`src/rtl/frs_pkg.sv`:
```
// ----------------------------------------------------------------------------
// frs_pkg
// Types and constants shared by the filter regeneration sequencer.
// ----------------------------------------------------------------------------
package frs_pkg;

   localparam logic [1:0] PH_MONITOR = 2'd0;
   localparam logic [1:0] PH_DRAIN   = 2'd1;
   localparam logic [1:0] PH_HEAT    = 2'd2;

   localparam logic [1:0] FAN_OFF  = 2'd0;
   localparam logic [1:0] FAN_IDLE = 2'd1;
   localparam logic [1:0] FAN_MAX  = 2'd2;

   localparam logic [7:0] PWR_OFF  = 8'd0;
   localparam logic [7:0] PWR_HALF = 8'd128;
   localparam logic [7:0] PWR_FULL = 8'd255;

   localparam int CSR_INDEX_BITS = 3;
   localparam int CSR_DATA_BITS  = 24;

   localparam logic [CSR_INDEX_BITS-1:0] CSR_CO2_THRESHOLD  = 3'd0;
   localparam logic [CSR_INDEX_BITS-1:0] CSR_PERIOD_TICKS   = 3'd1;
   localparam logic [CSR_INDEX_BITS-1:0] CSR_HEAT_TICKS     = 3'd2;
   localparam logic [CSR_INDEX_BITS-1:0] CSR_TARGET_TEMP    = 3'd3;
   localparam logic [CSR_INDEX_BITS-1:0] CSR_CHECK_INTERVAL = 3'd4;

   typedef struct packed {
      logic [15:0]        co2_threshold;
      logic [23:0]        period_ticks;
      logic [15:0]        heat_ticks;
      logic signed [14:0] target_temp;
      logic [7:0]         check_interval;
   } frs_cfg_type;

   // sequencer state apart from the elapsed counter
   typedef struct packed {
      logic [1:0] phase;
      logic [7:0] check_count;
      logic [1:0] fan;
      logic [7:0] heater;
   } frs_state_type;

endpackage

```
`src/rtl/frs_csr.sv`:
```
// ----------------------------------------------------------------------------
// frs_csr
// Configuration register file, write only, with reset values.
// ----------------------------------------------------------------------------
module frs_csr
   import frs_pkg::*;
(
   input  logic                      clock,
   input  logic                      reset,
   input  logic                      csr_wr_en,
   input  logic [CSR_INDEX_BITS-1:0] csr_index,
   input  logic [CSR_DATA_BITS-1:0]  csr_wdata,
   output frs_cfg_type               cfg
);

   frs_cfg_type cfg_ff;
   frs_cfg_type cfg_in;

   always_comb begin
      cfg_in = cfg_ff;
      if (csr_wr_en) begin
         unique case (csr_index)
            CSR_CO2_THRESHOLD:  cfg_in.co2_threshold  = csr_wdata[15:0];
            CSR_PERIOD_TICKS:   cfg_in.period_ticks   = csr_wdata[23:0];
            CSR_HEAT_TICKS:     cfg_in.heat_ticks     = csr_wdata[15:0];
            CSR_TARGET_TEMP:    cfg_in.target_temp    = signed'(csr_wdata[14:0]);
            CSR_CHECK_INTERVAL: cfg_in.check_interval = csr_wdata[7:0];
            default: ;  // drop writes beyond the register list
         endcase
      end
   end

   always_ff @(posedge clock) begin
      if (reset) begin
         cfg_ff.co2_threshold  <= 16'd1000;
         cfg_ff.period_ticks   <= 24'd3600;
         cfg_ff.heat_ticks     <= 16'd600;
         cfg_ff.target_temp    <= 15'sd320;
         cfg_ff.check_interval <= 8'd3;
      end else begin
         cfg_ff <= cfg_in;
      end
   end

   assign cfg = cfg_ff;

endmodule

```
`src/rtl/frs_step.sv`:
```
// ----------------------------------------------------------------------------
// frs_step
// Next-state and result logic for one tick item.
// ----------------------------------------------------------------------------
module frs_step
   import frs_pkg::*;
#(
   parameter int ELAPSED_BITS = 24
)
(
   input  frs_cfg_type              cfg,
   input  frs_state_type            state,
   input  logic [ELAPSED_BITS-1:0]  elapsed,
   input  logic [15:0]              co2_ppm,
   input  logic                     co2_valid,
   input  logic signed [14:0]       temperature,
   output frs_state_type            state_next,
   output logic [ELAPSED_BITS-1:0]  elapsed_next,
   output logic [1:0]               shown_phase
);

   localparam int CMP_BITS = (ELAPSED_BITS > 24) ? ELAPSED_BITS : 24;

   logic                    co2_high;
   logic [7:0]              check_lim;
   logic [7:0]              check_sum;
   logic [7:0]              check_bumped;
   logic [ELAPSED_BITS-1:0] heat_base;
   logic [ELAPSED_BITS-1:0] heat_inc;
   logic [ELAPSED_BITS-1:0] mon_inc;
   logic                    heat_done;
   logic                    mon_done;
   logic [7:0]              heat_power;
   logic                    drain_exit;

   function automatic logic [ELAPSED_BITS-1:0] sat_inc(input logic [ELAPSED_BITS-1:0] v);
      logic [ELAPSED_BITS-1:0] r;
      r = v;
      if (v != {ELAPSED_BITS{1'b1}}) begin
         r = v + {{(ELAPSED_BITS-1){1'b0}}, 1'b1};
      end
      return r;
   endfunction

   always_comb begin
      co2_high     = !co2_valid || (co2_ppm > cfg.co2_threshold);
      check_lim    = (cfg.check_interval == 8'd0) ? 8'd1 : cfg.check_interval;
      check_sum    = state.check_count + 8'd1;
      check_bumped = (check_sum >= check_lim) ? 8'd0 : check_sum;
      drain_exit   = (state.phase == PH_DRAIN) && (state.check_count == 8'd0) && !co2_high;

      // heat from a drain exit starts from a cleared counter
      heat_base  = drain_exit ? '0 : elapsed;
      heat_inc   = sat_inc(heat_base);
      heat_done  = CMP_BITS'(heat_inc) >= CMP_BITS'(cfg.heat_ticks);
      heat_power = (temperature < cfg.target_temp) ? PWR_FULL : PWR_HALF;
      mon_inc    = sat_inc(elapsed);
      mon_done   = CMP_BITS'(mon_inc) >= CMP_BITS'(cfg.period_ticks);

      state_next   = state;
      elapsed_next = elapsed;
      shown_phase  = PH_MONITOR;

      if ((state.phase == PH_HEAT) || drain_exit) begin
         shown_phase       = PH_HEAT;
         state_next.fan    = FAN_OFF;
         state_next.heater = heat_power;
         if (heat_done) begin
            state_next.phase       = PH_MONITOR;
            state_next.check_count = 8'd0;
            elapsed_next           = '0;
         end else begin
            state_next.phase       = PH_HEAT;
            state_next.check_count = drain_exit ? 8'd0 : state.check_count;
            elapsed_next           = heat_inc;
         end
      end else if (state.phase == PH_DRAIN) begin
         shown_phase            = PH_DRAIN;
         state_next.fan         = FAN_MAX;
         state_next.heater      = PWR_OFF;
         state_next.check_count = check_bumped;
      end else begin
         // monitor; an unused phase code is handled the same way
         state_next.heater = PWR_OFF;
         if (state.check_count == 8'd0) begin
            state_next.fan = co2_high ? FAN_MAX : FAN_IDLE;
         end
         if (mon_done) begin
            state_next.phase       = PH_DRAIN;
            state_next.check_count = 8'd0;
            elapsed_next           = '0;
         end else begin
            state_next.phase       = PH_MONITOR;
            state_next.check_count = check_bumped;
            elapsed_next           = mon_inc;
         end
      end
   end

endmodule

```
`src/rtl/filter_regen_sequencer.sv`:
```
// ----------------------------------------------------------------------------
// filter_regen_sequencer
// Filter regeneration sequencer: one tick item in, one fan/heater item out.
// ----------------------------------------------------------------------------
// Each req_ item is one one-second tick with a CO2 reading, its valid flag
// and the heater temperature. Each produces exactly one rsp_ item with the
// fan mode, heater power and the phase in which that tick was handled.
// Configuration is written through the csr_ port while no item is in flight;
// the user must keep to that, as the block itself does not enforce it.
//
// An accepted item waits in the input register. When it advances, the
// sequencer state is stepped and the result register loaded together, and
// rsp_valid rises. Throughput is one item per cycle while the receiver
// does not stall; the single state step between the two registers sets it.
//
// Reset clears both pipeline registers, puts the sequencer in monitor with
// counters cleared, fan off and heater off, and restores register defaults.
// When the receiver stalls, the result register holds its item; one more
// item is taken into the input register and then req_stall rises.
// ----------------------------------------------------------------------------
module filter_regen_sequencer
   import frs_pkg::*;
#(
   parameter int ELAPSED_BITS = 24
)
(
   input  logic                      clock,
   input  logic                      reset,
   input  logic                      req_valid,
   output logic                      req_stall,
   input  logic [15:0]               req_co2_ppm,
   input  logic                      req_co2_valid,
   input  logic signed [14:0]        req_temperature,
   output logic                      rsp_valid,
   input  logic                      rsp_stall,
   output logic [1:0]                rsp_fan_mode,
   output logic [7:0]                rsp_heater_power,
   output logic [1:0]                rsp_phase,
   input  logic                      csr_wr_en,
   input  logic [CSR_INDEX_BITS-1:0] csr_index,
   input  logic [CSR_DATA_BITS-1:0]  csr_wdata
);

   frs_cfg_type cfg;

   logic               in_valid_ff;
   logic [15:0]        in_ppm_ff;
   logic               in_co2_valid_ff;
   logic signed [14:0] in_temp_ff;

   frs_state_type           state_ff;
   frs_state_type           state_in;
   logic [ELAPSED_BITS-1:0] elapsed_ff;
   logic [ELAPSED_BITS-1:0] elapsed_in;
   logic [1:0]              shown_phase;

   logic       out_valid_ff;
   logic [1:0] out_fan_ff;
   logic [7:0] out_heater_ff;
   logic [1:0] out_phase_ff;

   logic advance;
   logic req_take;

   frs_csr u_csr (
      .clock     (clock),
      .reset     (reset),
      .csr_wr_en (csr_wr_en),
      .csr_index (csr_index),
      .csr_wdata (csr_wdata),
      .cfg       (cfg)
   );

   frs_step #(
      .ELAPSED_BITS (ELAPSED_BITS)
   ) u_step (
      .cfg          (cfg),
      .state        (state_ff),
      .elapsed      (elapsed_ff),
      .co2_ppm      (in_ppm_ff),
      .co2_valid    (in_co2_valid_ff),
      .temperature  (in_temp_ff),
      .state_next   (state_in),
      .elapsed_next (elapsed_in),
      .shown_phase  (shown_phase)
   );

   // move the held item on when the result register is free or being taken
   assign advance   = in_valid_ff && (!out_valid_ff || !rsp_stall);
   assign req_stall = in_valid_ff && !advance;
   assign req_take  = req_valid && !req_stall;

   always_ff @(posedge clock) begin
      if (reset) begin
         in_valid_ff <= 1'b0;
      end else if (req_take) begin
         in_valid_ff <= 1'b1;
      end else if (advance) begin
         in_valid_ff <= 1'b0;
      end
   end

   always_ff @(posedge clock) begin
      if (req_take) begin
         in_ppm_ff       <= req_co2_ppm;
         in_co2_valid_ff <= req_co2_valid;
         in_temp_ff      <= req_temperature;
      end
   end

   always_ff @(posedge clock) begin
      if (reset) begin
         state_ff.phase       <= PH_MONITOR;
         state_ff.check_count <= 8'd0;
         state_ff.fan         <= FAN_OFF;
         state_ff.heater      <= PWR_OFF;
         elapsed_ff           <= '0;
      end else if (advance) begin
         state_ff   <= state_in;
         elapsed_ff <= elapsed_in;
      end
   end

   always_ff @(posedge clock) begin
      if (reset) begin
         out_valid_ff <= 1'b0;
      end else if (advance) begin
         out_valid_ff <= 1'b1;
      end else if (!rsp_stall) begin
         out_valid_ff <= 1'b0;
      end
   end

   always_ff @(posedge clock) begin
      if (advance) begin
         out_fan_ff    <= state_in.fan;
         out_heater_ff <= state_in.heater;
         out_phase_ff  <= shown_phase;
      end
   end

   assign rsp_valid        = out_valid_ff;
   assign rsp_fan_mode     = out_fan_ff;
   assign rsp_heater_power = out_heater_ff;
   assign rsp_phase        = out_phase_ff;

endmodule

```
`config.mk`:
```
export PLATFORM = sky130hd
export DESIGN_NAME = filter_regen_sequencer
export DESIGN_NICKNAME = d
export VERILOG_FILES = /design/src/rtl/frs_pkg.sv /design/src/rtl/frs_csr.sv /design/src/rtl/frs_step.sv /design/src/rtl/filter_regen_sequencer.sv
export SDC_FILE = /design/constraint.sdc
export NUM_CORES = 1
export LEC_CHECK = 0
export BUFFER_PORTS_ARGS = -buffer_cell sky130_fd_sc_hd__buf_2
export CORE_MARGIN = 10
export CORE_UTILIZATION = 48
export CTS_CLUSTER_DIAMETER = 120
export CTS_CLUSTER_SIZE = 25
export DETAILED_ROUTE_END_ITERATION = 10
export PLACE_DENSITY = 0.76
export RECOVER_POWER = 25
export SLEW_MARGIN = 20
export SYNTH_ARGS = -nofsm -noshare
export SYNTH_HDL_FRONTEND = slang
export SYNTH_SLANG_ARGS = --single-unit
```
`constraint.sdc`:
```
create_clock -name clock -period 6.1 [get_ports clock]
set_input_delay 1.22 -clock clock [delete_from_list [all_inputs] [get_ports clock]]
set_output_delay 1.22 -clock clock [all_outputs]
set_load 0.05 [all_outputs]
```
=== After elaboration in Yosys (flattened, before gate mapping) ===
Cells that the tools add are included.

* Add/subtract/negate cells: 3
* $lt $le $gt $ge: 5
* Eq/ne operators: 11
* Mux-type cells: 23
* Reduce and logical (&&, ||, !) cells: 25

{| class="wikitable"
|+ Operators with widths
! kind !! count
|-
| $mux 24 || 7
|-
| $add 24x1->24 const B || 2
|-
| $ne 24x24->1 const B || 2
|-
| $ge 24x16->1 || 1
|-
| $ge 24x24->1 || 1
|-
| $mux 8 || 3
|-
| $mux 20 || 1
|-
| $mux 18 || 1
|-
| $gt 16x16->1 || 1
|-
| $logic_not 8->1 || 2
|-
| $lt 15x15->1 || 1
|-
| $reduce_and 2->1 || 7
|-
| $mux 10 || 1
|-
| $mux 9 || 1
|-
| $add 8x1->8 const B || 1
|-
| $ge 8x8->1 || 1
|-
| $mux 7 || 1
|-
| $eq 3x2->1 const B || 2
|-
| $logic_not 1->1 || 6
|-
| $mux 2 || 3
|-
| $logic_and 1x1->1 || 5
|-
| $mux 1 || 5
|-
| $ne 2x1->1 const B || 2
|-
| $eq 3x1->1 const B || 1
|-
| other kinds (7) || 9
|}

* Flip-flop bits (word level): 161
* Input port bits: 64
* Output and inout port bits: 14

=== Depth between registers and ports, before layout ===
Gate-level depths: netlist of the first run.

* Depth after elaboration: 10
* Depth in mapped cells: 25
* Gate-level depth less buffers: 24

=== By module ===
From an unflattened synthesis of the first run, not the netlist that was laid out.

* Cells, all modules: 1189
* Area total of the unflattened synthesis: 10875.4 um^2

{| class="wikitable"
|+ By module, submodules not included
! module !! instances !! cells each !! area an instance (um^2) !! seq. area each (um^2)
|-
| frs_step || 1 || 641 || 4257.8 || 0.0
|-
| filter_regen_sequencer || 1 || 245 || 3404.5 || 2242.2
|-
| frs_csr || 1 || 303 || 3213.1 || 1581.5
|}

=== Worst setup path after synthesis of the first run ===
No wires, ideal clock.

* Path kind: reg-to-reg
* From: reg in_ppm_ff[15]
* To: reg elapsed_ff[10]
* Library setup time: 132 ps
* Arrival time: 5501 ps
* Path slack: 467 ps
* Cell stages (with the launch flop): 23
* Buffers on the path: 1
* Clock period less this slack: 5633 ps
* Cell sequence: edfxtp_1 ha_1 nand4_1 or4_1 o211a_1 o211ai_1 and2_1 ha_1 nand4_1 nor4_4 nand2_1 clkbuf_1 o21a_1 or2_2 ha_1 nand2_1 o21ai_0 a21oi_1 o211a_1 o211ai_1 nor4b_1 o41ai_1 a21oi_1

* Word-level cells in the longest chain between the ends: 10

{| class="wikitable"
|+ Ends and longest elaborated chain
! what !! line !! text
|-
| start: declaration || filter_regen_sequencer.sv:47 || <nowiki>logic [15:0] in_ppm_ff;</nowiki>
|-
| start signal: assignment || filter_regen_sequencer.sv:105 || <nowiki>in_ppm_ff <= req_co2_ppm;</nowiki>
|-
| $gt 16x16->1 (*) || frs_step.sv:46 || <nowiki>co2_high = !co2_valid || (co2_ppm > cfg.co2_threshold);</nowiki>
|-
| $logic_or 1x1->1 (*) || frs_step.sv:46 ||
|-
| $logic_not 1->1 (*) || frs_step.sv:50 || <nowiki>drain_exit = (state.phase == PH_DRAIN) && (state.check_count == 8'd0) && !co2_high;</nowiki>
|-
| $logic_and 1x1->1 (*) || frs_step.sv:50 ||
|-
| $mux 24 || frs_step.sv:53 || <nowiki>heat_base = drain_exit ? '0 : elapsed;</nowiki>
|-
| $add 24x1->24 / $ne 24x24->1 (equally long branches) || frs_step.sv:40, frs_step.sv:39 ||
|-
| $mux 24 || frs_step.sv:39 || <nowiki>if (v != {ELAPSED_BITS{1'b1}}) begin</nowiki>
|-
| $ge 24x16->1 || frs_step.sv:55 || <nowiki>heat_done = CMP_BITS'(heat_inc) >= CMP_BITS'(cfg.heat_ticks);</nowiki>
|-
| $mux 24 || frs_step.sv:68 || <nowiki>if (heat_done) begin</nowiki>
|-
| $mux 24 || frs_step.sv:64 || <nowiki>if ((state.phase == PH_HEAT) || drain_exit) begin</nowiki>
|-
| end signal: assignment || filter_regen_sequencer.sv:120 || <nowiki>elapsed_ff <= elapsed_in;</nowiki>
|-
| end: declaration || filter_regen_sequencer.sv:53 || <nowiki>logic [ELAPSED_BITS-1:0] elapsed_ff;</nowiki>
|}

Mark *: on every way between the ends. The rest lies on a longest branch, timed or not.
A chain may end at the register's enable or synchronous reset.

=== Final worst setup path of the first run ===
Same ends and word-level chain as after synthesis.

==> flow_summary.toml, run 1 <==
[detailed_routing]
wl_met1_um = 10320
wl_um = 23120
met2WireLength_um = 10850
num_vias = 7716
drtAntennaViolNets = 0
drtIter0Drc = 588
routed_via_density = 5.571
wire_per_inst_um = 16.69
met3_length_um = 1409
highest_layer = "met5"
dr.pass1.iters = 5
drc = 0

[job]
maxCapViolCount = 1

[power_and_ir_drop]
fin_total_pwr_mw = 2.290
internal_power_mw = 1.712
pwr-share-comb_pct = 8.6
power_density_nw_per_um2 = 227.2
switching_share_pct = 25.22
ir_drop_mv = 0.1957
p_switching_uw = 577.4
p_leak_nw = 4.089
clkPwrFrac_pct = 43.7
seqPwrFrac_pct = 47.7

[clock_network]
clock_latency_ns = 0.43
clk_pin_slew_worst_paths_ns = 0.07
cts_root_buffer = "clkbuf_16"
cts_tree = "done"
cts_num_sinks = 154
clk_path_buf_depth = 2
cts_buffers = 17
cts.htree.levels = 4

[logic_synthesis]
ys_top_cells_by_area = "dfxtp_1, edfxtp_1, ha_1"
seq_area_frac_synth_pct = 38.21
syn_nets = 1238
synth_flop_cell = "dfxtp_1"
ys_ff_latch = 154
ys.warnings.count = 0
netlist_instances = 1092
synth_edf_count = 37
synth_area_leader_cell = "dfxtp_1"
avgSynthCellArea_um2 = 8.276
synth_top_area_share_pct = 25.92
synth.distinct_cells = 79
syn_area_um2 = 9037
async_reset_ff_share_pct = 0

[critical_path]
cp_cell_sequence = "ha_1, nand4_1, or4_1, o211a_1, o211ai_1, buf_4, and2_1, ha_1, nand4_1, nor4_4, nand2_2, nand3_1, nor2_1, xor2_1, and2_1, ha_1, nand4_1, a211oi_1, o21ai_0, o211ai_1, buf_4, nor4b_1, o41ai_1, a21oi_1"
arrival_ns = 5.83
crit_start = "in_ppm_ff[15]"
critPathRequiredTime_ns = 6.37
slowest_delay_ns = 0.63
r2r_start = "in_ppm_ff[15]"
slowest_stage = "or4_1"
start_kind = "flop"
path_max_fanout = 10
cp-end-kind = "flop"
path_class = "reg -> reg"

[floorplanning]
start_util_pct = 48.48
rows = 50
die_h_um = 157.2
die_w_um = 157.2
dieArea_um2 = 24720
fp.coreArea_um2 = 18640
pin_count = 78

[finish]
fin_util_pct = 54.06
final_area_um2 = 10080
final_nets = 1284
stdcell_count = 1385
layout-drive-gt1-share_pct = 13.03
antennaDiodeCount = 0
area_growth_pct = 11.52

[sta]
tightest_slew_ns = 1.632
skew_ns = 0.008006
final.setup.worst_slack_ns = 0.5363
slew_headroom_pct = -8.812
period_share_pct = 91.21
hold_ws_ns = 0.4551
rsz0062_at_grt = "false"
setup_viol = 0
maxSlewViolCount = 33
fmax_mhz = 179.7
post-route-min-period_ns = 5.564
hold_viol_final = 0
timing.setup.tns_ns = 0

[global_routing]
grt_max_degree = 106
overflow = 0
grt_antenna_before_repair = 1
grt_usage_pct = 19.11
grt_pass1_wl_um = 37830
grt_pass1_vias = 7459

[placement]
dpl.cell_count = 1352
place_area_um2 = 9518
dp_slack_ns = 0.4264
io_buffers = 77
hpwl_um = 16830
gp_congestion = 0.9281

[worst_hold_path]
hp-class = "reg -> reg"
worstHoldStart = "u_csr.cfg[56]"

[status]
status = "complete, but fails checks"
violations = "max-capacitance violations, max-slew violations"
cell families (layout without fill, tap and decap cells):
family / after synthesis / after routing / synth area share (%)
simple gates: 431 / 431 / 22.61
mux: 1 / 1 / 0.1246
fa+ha+maj: 83 / 83 / 11.46
buf+inv: 152 / 211 / 7.047
flops: 154 / 154 / 38.21
xor+xnor: 30 / 30 / 2.907
compound gates: 241 / 241 / 17.64
cells in the final DEF (no fill, tap or decap), types with 6 or more instances in the layout:
cell type	netlist	routed
xor2_1	13	13
inv_1	86	86
a211o_1	13	13
buf_2	16	75
a211oi_1	8	8
nor2b_1	8	7
nor2_1	70	68
clkbuf_16	0	17
dfxtp_1	117	117
buf_4	9	13
nor3_1	13	13
or2_2	7	7
o211ai_1	6	6
nand2_1	214	213
or3_1	7	7
xnor2_1	17	17
o21a_1	6	6
a21o_1	13	13
o21ai_0	26	26
nand3_1	19	19
nor4_1	10	10
nand4_1	17	17
ha_1	82	82
a31oi_1	7	7
edfxtp_1	37	37
nand2b_1	9	9
and3_1	9	9
and2_1	9	9
a21oi_1	111	111
nand3b_1	16	16
critical path, delay by kind of cell (launching register included):
kind	cells	cell delay (ns)
simple gates	11	2.26
compound gates	7	1.45
fa+ha+maj	3	0.83
flops	1	0.37
buf+inv	2	0.37
xor+xnor	1	0.15
area by class of cell:
class                      instances  area (um^2)
fill                            1758         8564
multi-input combinational        786         4957
sequential                       154         3453
timing repair buffer              92        495.5
clock buffer                      19        432.9
inverter                          87        326.6
tap                              234        292.8
clock inverter                    13        120.1
power by group through the flow:
stage          sequential [mW]  combinational (mW)  clock (mW)
2_1_floorplan             1.12               0.121           0
3_3_place_gp              1.11               0.193           0
3_5_place_dp              1.11               0.197           0
4_1_cts                   1.09               0.198        1.02
5_1_grt                   1.09               0.222        1.07
6_report                  1.09               0.197        1.00
path summary, 6_finish.rpt:
kind | to | slack (ns) | cells past startpoint
setup / recovery | elapsed_ff[10] | 0.54 | 24
hold / removal | u_csr.cfg[56] | 0.46 | 2
setup reg to reg | elapsed_ff[10] | 0.54 | 24
hold reg to reg | u_csr.cfg[56] | 0.46 | 2
state kept, by name, summed over array words and instances (netlist names):
signal            cells
in_co2_valid_ff       1
rsp_heater_power      1
u_csr.cfg            79
in_temp_ff           15
rsp_fan_mode          2
state_ff             12
rsp_phase             2
in_valid_ff           1
elapsed_ff           24
rsp_valid             1
in_ppm_ff            16
metal layers:
metal  global-route usage, %  vias up
met5                       0        -
met4                   7.035        2
met3                   4.585       44
met2                   31.01      208
met1                   24.16     3578
li1                        -     3884
cell usage after synthesis (4+ instances only):
master	instances
nand2_1	214
dfxtp_1	117
a21oi_1	111
inv_1	86
ha_1	82
nor2_1	70
edfxtp_1	37
clkbuf_1	34
o21ai_0	26
nand3_1	19
nand4_1	17
xnor2_1	17
buf_2	16
nand3b_1	16
a211o_1	13
a21o_1	13
nor3_1	13
xor2_1	13
nor4_1	10
and2_1	9
and3_1	9
buf_4	9
nand2b_1	9
a211oi_1	8
nor2b_1	8
a31oi_1	7
or2_2	7
or3_1	7
o211ai_1	6
o21a_1	6
a22o_1	5
a22oi_1	5
or4_1	5
and4_1	4
clkbuf_2	4
nor4b_1	4
repair_timing:
item | in CTS | in global routing
hold buffers | 0 | 0
endpoints found under the setup margin | 0 | 5
resized for setup | 0 | 2
setup buffers | 0 | 1
Power figures use the tool's default switching activity.
==> run 2: changes to the inputs <==
ABC_AREA = 1   (was default)
PLACE_DENSITY = 0.73   (was 0.76)
SLEW_MARGIN = 30   (was 20)
clock period = 6.6 ns   (was 6.1 ns; I/O delays follow)
==> flow_summary.toml, run 2 <==
[sta]
hold_ws_ns = 0.4622
timing.setup.tns_ns = 0
setup_viol = 0
tightest_slew_ns = 2.236
hold_viol_final = 0
post-route-min-period_ns = 5.884
rsz0062_at_grt = "false"
skew_ns = 0.008650
maxSlewViolCount = 74
period_share_pct = 89.15
fmax_mhz = 170.0
slew_headroom_pct = -49.08

[critical_path]
start_kind = "flop"
r2r_start = "in_ppm_ff[15]"
path_max_fanout = 17
slowest_delay_ns = 0.72
path_class = "reg -> reg"
ff2ff_setup_slack_ns = 0.72
r2r-end = "elapsed_ff[0]"
arrival_ns = 6.21
cp-end-kind = "flop"
critPathMostFrequentCell = "nand2_1"
slowest_stage = "and2_1"
worst-r2r-cell-count = 33
critPathRequiredTime_ns = 6.92

[detailed_routing]
wl_um = 22430
drc = 0
num_vias = 7801
drtAntennaViolNets = 0
dr.pass1.iters = 7
routed_via_density = 5.384
wire_per_inst_um = 15.48
drtIter0Drc = 729

[logic_synthesis]
synth_flop_cell = "dfxtp_1"
syn_nets = 1297
avgSynthCellArea_um2 = 7.905
synthTopCellsByCount = "nand2_1, inv_1, a21oi_1, dfxtp_1, ha_1"
yosysMostFrequentCell = "nand2_1"
synth_area_leader_cell = "dfxtp_1"
seq_area_frac_synth_pct = 37.95
synth.distinct_cells = 50
syn_area_um2 = 9099
ys_ff_latch = 154
ys.warnings.count = 0
netlist_instances = 1151
ys_top_cells_by_area = "dfxtp_1, edfxtp_1, ha_1"
synth_edf_count = 37
synth_top_area_share_pct = 25.74
async_reset_ff_share_pct = 0

[finish]
layout_commonest_cell = "nand2_1"
largest_register_ffs = 79
layout-drive-gt1-share_pct = 13.00
area_growth_pct = 10.85
antennaDiodeCount = 0
layout_common_cells = "nand2_1, inv_1, a21oi_1"
final_nets = 1348

[clock_network]
clock_latency_ns = 0.42
cts_tree = "done"
cts_num_sinks = 154
clk_path_buf_depth = 2
cts_hold_buf = 0
clk_pin_slew_worst_paths_ns = 0.06
post_cts_buffers = 0
cts_root_buffer = "clkbuf_16"
cts.htree.levels = 4
cts_resized = 0
cts_buffers = 17

[power_and_ir_drop]
p_leak_nw = 4.318
ir_drop_mv = 0.1767
power_density_nw_per_um2 = 211.6

[global_routing]
overflow = 0
grt_antenna_before_repair = 1
grt_pass1_wl_um = 36910
grt_pass1_vias = 7449
grt_usage_pct = 18.41
grt_max_degree = 79

[worst_hold_path]
worstHoldStart = "u_csr.cfg[38]"
whs_path_depth = 2
hp-class = "reg -> reg"
min_to = "u_csr.cfg[38]"

[status]
status = "complete, but fails checks"
violations = "max-capacitance violations, max-slew violations"

[floorplanning]
fp.coreArea_um2 = 18710
die_w_um = 157.7
start_util_pct = 48.64
die_h_um = 157.7
dieArea_um2 = 24860
pin_count = 78
rows = 50

[job]
maxCapViolCount = 2

[placement]
gp_congestion = 0.9127
io_buffers = 77
hpwl_um = 16890
[run 2: cell count changes after synthesis, moves of 11 or more]
cell	delta
inv_1	+78
o21ai_0	+48
nand3_1	+31
nand2_1	-26
a21oi_1	+15
a211o_1	-13
nand3_2	+13
xor2_1	+13
nand3b_1	-12
o211ai_1	+12
a21o_1	-11
[run 2: layout make-up]
cell class | count | area, um^2
Fill cell | 1685 | 8620
Multi-Input combinational cell | 776 | 4728
Sequential cell | 154 | 3453
Inverter | 169 | 634.4
Clock buffer | 22 | 454.2
Timing Repair Buffer | 84 | 429.2
Tap cell | 234 | 292.8
Clock inverter | 10 | 93.84
[run 2: worst max-delay path, delay by kind of cell (launching register included)]
| family | cells | cell delay, ns |
|---|---|---|
| fa+ha+maj | 3 | 0.90 |
| buf+inv | 1 | 0.14 |
| compound gates | 6 | 0.93 |
| flops | 1 | 0.36 |
| simple gates | 23 | 3.47 |
[run 2: metal layers]
metal / routed length [um] / global-route usage [%] / vias to the layer above / share of wire, %
li1: - / - / 3971 / -
met1: 10470 / 24.09 / 3571 / 47
met2: 10320 / 29.59 / 238 / 46
met3: 1289 / 3.989 / 21 / 5.7
met4: 346 / 5.833 / 0 / 1.5
met5: 0 / 0 / - / 0
[run 2: stage by stage]
step	utilization, %	worst slack [ns]	area (um^2)	power [mW]	cells
after floorplan	-	2.243	9099	1.169	1151
final	53.92	0.7163	10090	2.135	1449
after detailed placement	51.04	0.9115	9547	1.236	1417
after global routing	53.92	0.1777	10090	2.221	1449
after CTS	53.97	0.8076	10090	2.148	1449
after global placement	51.04	0.9330	9547	1.230	1417
[run 2: cells by family after synthesis]
family	after synthesis	share of synthesized area [%]
multiplexers	1	0.1100
buffers and inverters	221	10.08
flip-flops	154	37.95
AO/OA/AOI/OAI	271	17.02
adder cells (fa/ha/maj)	82	11.28
AND/OR/NAND/NOR	387	20.19
XOR/XNOR	35	3.369
[run 2: worst max path at each step]
stage | to | startpoint | slack (ns) | depth (start not counted)
final | elapsed_ff[0] | in_ppm_ff[15] | 0.72 | 33
after global routing | elapsed_ff[0] | in_ppm_ff[15] | 0.18 | 33
after CTS | elapsed_ff[0] | in_ppm_ff[15] | 0.81 | 33
after detailed placement | elapsed_ff[3] | in_ppm_ff[11] | 0.91 | 33
after global placement | elapsed_ff[3] | in_ppm_ff[15] | 0.93 | 33
after floorplan | elapsed_ff[5] | in_ppm_ff[15] | 2.24 | 38
[run 2: power breakdown]
group	internal [mW]	leakage, nW	switching [mW]
clock	0.529	0.263	0.388
combinational	0.0686	2.74	0.135
sequential	1.00	1.31	0.0116
